File: config.mk
export PLATFORM = sky130hd
export DESIGN_NAME = key_tap_press_classifier
export DESIGN_NICKNAME = d
export VERILOG_FILES = /design/src/sv/kpc_pkg.sv /design/src/sv/key_tap_press_classifier.sv
export SDC_FILE = /design/constraint.sdc
export NUM_CORES = 2
export LEC_CHECK = 0
export BUFFER_PORTS_ARGS = -buffer_cell sky130_fd_sc_hd__buf_2
export CAP_MARGIN = 25
export CORE_UTILIZATION = 33
export DETAILED_ROUTE_END_ITERATION = 6
export PLACE_DENSITY = 0.53
export SLEW_MARGIN = 20
export SYNTH_ARGS = -nofsm -noshare
export SYNTH_HDL_FRONTEND = slang
export SYNTH_SLANG_ARGS = --single-unit
File: constraint.sdc
create_clock -name aclk -period 10.3 [get_ports aclk]
set_clock_uncertainty 0.05 [all_clocks]
set_input_delay 2.06 -clock aclk [delete_from_list [all_inputs] [get_ports aclk]]
set_output_delay 2.06 -clock aclk [all_outputs]
set_load 0.02 [all_outputs]
File: src/sv/kpc_pkg.sv
// kpc_pkg: shared widths, reset values, event kinds and register indexes
// for the key tap and press classifier
// no dependencies
`default_nettype none

package kpc_pkg;

    // field widths
    localparam int KEY_W   = 5;
    localparam int TICK_W  = 32;
    localparam int COUNT_W = 2;
    localparam int THR_W   = 16;
    localparam int CIDX_W  = 8;

    // packed bus widths
    localparam int S_DATA_W = 40;
    localparam int M_DATA_W = 72;

    // default number of keys
    localparam int KEY_COUNT_DEF = 32;

    // threshold reset values
    localparam logic [THR_W-1:0] TAP_THR_RST    = 16'd300;
    localparam logic [THR_W-1:0] LONG_THR_RST   = 16'd500;
    localparam logic [THR_W-1:0] DBL_WIN_RST    = 16'd400;
    localparam logic [THR_W-1:0] HOLD_THR_RST   = 16'd1000;

    // tap counts
    localparam logic [COUNT_W-1:0] COUNT_NONE   = 2'd0;
    localparam logic [COUNT_W-1:0] COUNT_SINGLE = 2'd1;
    localparam logic [COUNT_W-1:0] COUNT_DOUBLE = 2'd2;

    typedef enum logic [2:0] {
        KIND_KEY_DOWN     = 3'd0,
        KIND_DOUBLE_TAP   = 3'd1,
        KIND_KEY_UP       = 3'd2,
        KIND_TAP          = 3'd3,
        KIND_LONG_TAP     = 3'd4,
        KIND_HOLD_RELEASE = 3'd5
    } kind_t;

    typedef enum logic [CIDX_W-1:0] {
        CFG_TAP_THR  = 8'd0,
        CFG_LONG_THR = 8'd1,
        CFG_DBL_WIN  = 8'd2,
        CFG_HOLD_THR = 8'd3
    } cfg_idx_t;

endpackage

`default_nettype wire

File: src/sv/key_tap_press_classifier.sv
// key_tap_press_classifier: sorts key press and release words into tap events
// using per-key press and tap times held in two synchronous memories
// depends on kpc_pkg
//
//  channel  | direction | payload
//  ---------+-----------+-------------------------------------------------
//  s_       | in        | tdata {now_ticks, key_index}, tuser pressed
//  m_       | out       | tdata {event_time, duration, count, key}, tuser kind
//  cfg_     | in        | cfg_index register, cfg_data 16-bit value
//
// one word per cycle sustained while the output is not stalled; the memory read and the
// read stage are registered at the accepting edge, and the output register then holds the result
// back-to-back words for the same key are served by forwarding the write-back
// reset clears the per-key valid bits at once, so no clearing pass is needed
// a stalled output holds the read stage, and the input stalls behind it
`default_nettype none

module key_tap_press_classifier #(
    parameter int KEY_COUNT = kpc_pkg::KEY_COUNT_DEF
) (
    input  wire logic                         aclk,
    input  wire logic                         aresetn,
    // input words
    input  wire logic                         s_tvalid,
    output logic                              s_tready,
    input  wire logic [kpc_pkg::S_DATA_W-1:0] s_tdata,  // key_index[4:0], now_ticks[36:5]
    input  wire logic                         s_tuser,  // pressed[0]
    // result words
    output logic                              m_tvalid,
    input  wire logic                         m_tready,
    output logic [kpc_pkg::M_DATA_W-1:0]      m_tdata,  // event_key[4:0], press_count[6:5],
                                                        // duration_ticks[38:7],
                                                        // event_time[70:39]
    output logic [2:0]                        m_tuser,  // event_kind[2:0]
    // configuration writes
    input  wire logic                         cfg_valid,
    output logic                              cfg_ready,
    input  wire logic [kpc_pkg::CIDX_W-1:0]   cfg_index,
    input  wire logic [kpc_pkg::THR_W-1:0]    cfg_data
);
    import kpc_pkg::*;

    localparam int IDX_W  = (KEY_COUNT > 1) ? $clog2(KEY_COUNT) : 1;
    localparam int WIDE_W = KEY_W + IDX_W;

    // configuration registers
    logic [THR_W-1:0] tap_thr_reg, long_thr_reg, dbl_win_reg, hold_thr_reg;

    assign cfg_ready = 1'b1;

    always_ff @(posedge aclk) begin
        if (!aresetn) begin
            tap_thr_reg  <= TAP_THR_RST;
            long_thr_reg <= LONG_THR_RST;
            dbl_win_reg  <= DBL_WIN_RST;
            hold_thr_reg <= HOLD_THR_RST;
        end else if (cfg_valid) begin
            case (cfg_index)
                CFG_TAP_THR:  tap_thr_reg  <= cfg_data;
                CFG_LONG_THR: long_thr_reg <= cfg_data;
                CFG_DBL_WIN:  dbl_win_reg  <= cfg_data;
                CFG_HOLD_THR: hold_thr_reg <= cfg_data;
                default: ;
            endcase
        end
    end

    // input word unpacking
    logic [KEY_W-1:0]  in_key;
    logic [TICK_W-1:0] in_now;
    logic [WIDE_W-1:0] in_key_wide;
    logic [IDX_W-1:0]  in_addr;
    logic              in_range;
    logic              accept;

    assign in_key      = s_tdata[KEY_W-1:0];
    assign in_now      = s_tdata[KEY_W+TICK_W-1:KEY_W];
    assign in_key_wide = WIDE_W'(in_key);
    assign in_addr     = in_key_wide[IDX_W-1:0];
    assign in_range    = (32'(in_key) < 32'(KEY_COUNT));
    assign accept      = s_tvalid && s_tready;

    // read stage handshake
    logic p1_valid_reg;
    logic advance;

    assign advance  = !m_tvalid || m_tready;
    assign s_tready = !p1_valid_reg || advance;

    // read stage payload
    logic [KEY_W-1:0]  p1_key_reg;
    logic [IDX_W-1:0]  p1_addr_reg;
    logic              p1_press_reg;
    logic [TICK_W-1:0] p1_now_reg;

    always_ff @(posedge aclk) begin
        if (!aresetn) begin
            p1_valid_reg <= 1'b0;
        end else if (s_tready) begin
            p1_valid_reg <= s_tvalid && in_range;
        end
    end

    always_ff @(posedge aclk) begin
        if (accept) begin
            p1_key_reg   <= in_key;
            p1_addr_reg  <= in_addr;
            p1_press_reg <= s_tuser;
            p1_now_reg   <= in_now;
        end
    end

    // write-back from the read stage, presses only
    logic              wr_en;
    logic [TICK_W-1:0] wr_tap;

    assign wr_en = p1_valid_reg && advance && p1_press_reg;

    // per-key memories and valid bits
    logic [TICK_W-1:0] press_mem [KEY_COUNT];
    logic [TICK_W-1:0] tap_mem   [KEY_COUNT];
    logic [KEY_COUNT-1:0] vld_reg;

    logic [TICK_W-1:0] rd_press_reg, rd_tap_reg;
    logic              rd_vld_reg;
    logic              fwd_hit_reg;
    logic [TICK_W-1:0] fwd_press_reg, fwd_tap_reg;

    always_ff @(posedge aclk) begin
        if (wr_en) begin
            press_mem[p1_addr_reg] <= p1_now_reg;
            tap_mem[p1_addr_reg]   <= wr_tap;
        end
    end

    always_ff @(posedge aclk) begin
        if (accept) begin
            rd_press_reg <= press_mem[in_addr];
            rd_tap_reg   <= tap_mem[in_addr];
        end
    end

    always_ff @(posedge aclk) begin
        if (!aresetn) begin
            vld_reg <= '0;
        end else if (wr_en) begin
            vld_reg[p1_addr_reg] <= 1'b1;
        end
    end

    // valid bit and forwarding capture alongside the read
    always_ff @(posedge aclk) begin
        if (accept) begin
            rd_vld_reg    <= vld_reg[in_addr];
            fwd_hit_reg   <= wr_en && (p1_addr_reg == in_addr);
            fwd_press_reg <= p1_now_reg;
            fwd_tap_reg   <= wr_tap;
        end
    end

    // resolved per-key state
    logic [TICK_W-1:0] cur_press, cur_tap;

    always_comb begin
        if (fwd_hit_reg) begin
            cur_press = fwd_press_reg;
            cur_tap   = fwd_tap_reg;
        end else if (rd_vld_reg) begin
            cur_press = rd_press_reg;
            cur_tap   = rd_tap_reg;
        end else begin
            cur_press = '0;
            cur_tap   = '0;
        end
    end

    // classification
    logic [TICK_W-1:0]  since_tap, held;
    logic               is_double;
    kind_t              kind_next;
    logic [COUNT_W-1:0] count_next;
    logic [TICK_W-1:0]  dur_next;

    assign since_tap = p1_now_reg - cur_tap;
    assign held      = p1_now_reg - cur_press;
    assign is_double = (cur_tap != '0) && (since_tap < TICK_W'(dbl_win_reg));
    assign wr_tap    = is_double ? '0 : p1_now_reg;

    always_comb begin
        dur_next = '0;
        if (p1_press_reg) begin
            if (is_double) begin
                kind_next  = KIND_DOUBLE_TAP;
                count_next = COUNT_DOUBLE;
            end else begin
                kind_next  = KIND_KEY_DOWN;
                count_next = COUNT_SINGLE;
            end
        end else begin
            count_next = COUNT_NONE;
            if (held >= TICK_W'(hold_thr_reg)) begin
                kind_next = KIND_HOLD_RELEASE;
                dur_next  = held;
            end else if (held >= TICK_W'(long_thr_reg)) begin
                kind_next = KIND_LONG_TAP;
            end else if (held >= TICK_W'(tap_thr_reg)) begin
                kind_next = KIND_TAP;
            end else begin
                kind_next = KIND_KEY_UP;
            end
        end
    end

    // output register
    logic               m_valid_reg;
    kind_t              m_kind_reg;
    logic [KEY_W-1:0]   m_key_reg;
    logic [COUNT_W-1:0] m_count_reg;
    logic [TICK_W-1:0]  m_dur_reg;
    logic [TICK_W-1:0]  m_time_reg;

    always_ff @(posedge aclk) begin
        if (!aresetn) begin
            m_valid_reg <= 1'b0;
        end else if (advance) begin
            m_valid_reg <= p1_valid_reg;
        end
    end

    always_ff @(posedge aclk) begin
        if (advance && p1_valid_reg) begin
            m_kind_reg  <= kind_next;
            m_key_reg   <= p1_key_reg;
            m_count_reg <= count_next;
            m_dur_reg   <= dur_next;
            m_time_reg  <= p1_now_reg;
        end
    end

    assign m_tvalid = m_valid_reg;
    assign m_tuser  = m_kind_reg;
    assign m_tdata  = {1'b0, m_time_reg, m_dur_reg, m_count_reg, m_key_reg};

endmodule

`default_nettype wire

==> impl_metrics.tcl <==
set metrics [dict create \
    cts.hold.buffers_added 0 \
    final_core_util_pct 38.3 \
    grt_util_met2_pct 31.4 \
    fin_tns_setup_ns 0 \
    crit_required_ns 10.65 \
    cts_buffers 241 \
    power_density_nw_per_um2 192 \
    io_pins 148 \
    globalRouteOverflowTotal 0 \
    rows 196 \
    slew_viol_final 0 \
    fill_cells 25700 \
    yosysTopAreaCell "edfxtp_1" \
    cts_resized 0 \
    drc 0 \
    vias 47000 \
    detailedPlacementHpwl_um 148000 \
    cts-htree-levels 4 \
    p_leak_uw 0.0346 \
    drive_gt1_share_pct 27.7 \
    area_delta_synth_final_pct 15.1 \
    tightest_slew_ns 1.10 \
    grt_use_total_pct 18.1 \
    postRouteAntennaNets 0 \
    synthFlopType "edfxtp_1" \
    final_common_cell "edfxtp_1" \
    fin_ws_ns 2.85 \
    ys_top_cells_by_area "edfxtp_1, mux4_2, dfxtp_1" \
    top_regs "press_mem (1024), tap_mem (1024)" \
    critical_path_class "flop to flop" \
    routedWlPerCell_um 30.2 \
    maxClockFrequency_mhz 134 \
    grtUsageMet1_pct 24.2 \
    dieArea_um2 291000 \
    antenna_found_initial 16 \
    final_nets 5072 \
    cts_tree "yes" \
    stdcell_count 8828 \
    fp.dieH_um 539 \
    clock-sinks 2388 \
    peakVddDrop_uv 147 \
    synth-seq-cells 2388 \
    p_total_uw 21000 \
    post_cts_buffers 0 \
    setup_violations 0 \
    vias_per_cell 5.33 \
    synthDistinctLibCells 78 \
    syn_avg_cell_area_um2 20.9 \
    first_pass_iters 5 \
    finalCriticalPeriod_ns 7.45 \
    clockRootBuffer "clkbuf_16" \
    worstHoldPathType "flop to flop" \
    layout_common_cells "edfxtp_1, mux4_2, clkbuf_16, nand2_1, buf_2" \
    syn_inst 4560 \
    grt_setup_unrepaired "no" \
    path_max_fanout 70 \
    synth_warnings 0 \
    grt_max_degree 132 \
    worstSetupStartpointType "flop" \
    period_share_pct 72.3 \
    port_buffers 142 \
    clkTransAtPathRegs_ns 0.06 \
    cts_buffer_depth 4 \
    busiest_layer "met2" \
    netlist_area_um2 95200 \
    place_ws_ns 2.91 \
    synthArstFlopShare_pct 0 \
    start_util_pct 33.3 \
    dpl.cell_count 8372 \
    gp_congestion 0.856 \
    finalHoldViolCount 0 \
    die_w_um 539 \
    arrival_ns 7.80 \
    core_area_um2 286000 \
    syn_nets 4757 \
    end_kind "flop" \
    grt_pass1_vias 48500 \
    first_iter_violations 4989 \
    outcome "finished, final reports clean" \
    clkLatencyLatePin_ns 0.94 \
    grt_pass1_wl_um 375000 \
    synth_edf_count 2290 \
    yosysSeqAreaShare_pct 74.3 \
    drv_cap 0 \
    wl_um 267000 \
    grt_use_met3_pct 2.54 \
    slew-limit-headroom_pct 26.2 \
    synth_top_area_share_pct 72.2 \
]
[cell type report]
| class | count | area [µm²] | area share, % |
|---|---|---|---|
| antenna | 2 | 5.00 | 0.00457 |
| clock buffer | 296 | 6300 | 5.75 |
| clock inverter | 136 | 1500 | 1.37 |
| inverter | 84 | 315 | 0.288 |
| multi-input combinational | 1860 | 23600 | 21.5 |
| sequential | 2388 | 70700 | 64.6 |
| tap | 3762 | 4710 | 4.30 |
| timing repair buffer | 300 | 2400 | 2.19 |
[cell usage after synthesis, types with 11 or more instances]
cell type and n:
edfxtp_1 2290, mux4_2 650, clkbuf_1 163, nand2_1 146
ha_1 125, dfxtp_1 98, nor2_1 98, inv_1 84
a21oi_1 82, mux2_2 66, a22oi_1 65, and2_1 56
buf_1 56, o21a_1 52, o21ai_0 51, nor2b_1 35
a21o_1 34, mux2i_1 34, xnor2_1 31, nor3_1 27
o211ai_1 27, a21boi_0 26, nand3_1 26, nand4_1 25
and3_1 14, nor4_1 13, xor2_1 13, a211oi_1 12
nand2b_1 11
[report_power, final]
part	switching, µW	internal [µW]	total [µW]
Sequential	52.9	10700	10800
Combinational	882	569	1450
Clock	3730	5060	8780
[cell families after synthesis]
kind of cell,after synthesis,share of synthesized area [%]
buf+inv,312,1.25
flops,2388,74.3
compound gates,437,3.21
fa+ha+maj,127,1.68
simple gates,500,2.66
mux,750,16.5
xor+xnor,44,0.405
other cells,2,0.00789
[critical path: stages (launching register included)]
cell	delay, ns
edfxtp_1	0.39
buf_4	0.73
a22o_1	0.29
ha_1	0.17
inv_1	0.06
fa_1	0.44
a211oi_1	0.31
o21ai_0	0.25
a22oi_1	0.48
nor2b_1	0.22
xnor2_1	0.14
ha_1	0.26
nor2b_1	0.13
o21ai_0	0.31
o2111ai_1	0.22
or4b_1	0.53
nor4b_1	0.30
and4b_2	0.38
nand3_2	0.26
buf_4	0.36
and2_1	0.58
[stage by stage]
step                cell area [µm²]  hold slack, ns
CTS                          109000           0.415
floorplan                     95200           0.371
finish                       110000           0.414
detailed placement           101000           0.400
global route                 110000           0.423
global placement             101000           0.392
[final timing paths]
check,endpoint,startpoint,slack (ns),depth (start not counted)
setup / recovery,tap_mem[29][3],fwd_hit_reg,2.85,20
hold reg to reg,hold_thr_reg[2],hold_thr_reg[2],0.41,2
setup reg to reg,tap_mem[29][3],fwd_hit_reg,2.85,20
hold / removal,hold_thr_reg[2],hold_thr_reg[2],0.41,2
[metal layers]
layer  up-vias  routed length, µm
met5         -                  0
met4         0               4780
met3       299              14900
met2      1384             135000
met1     25700             112000
li1      19700                  -
(Power assumes the default switching activity.)
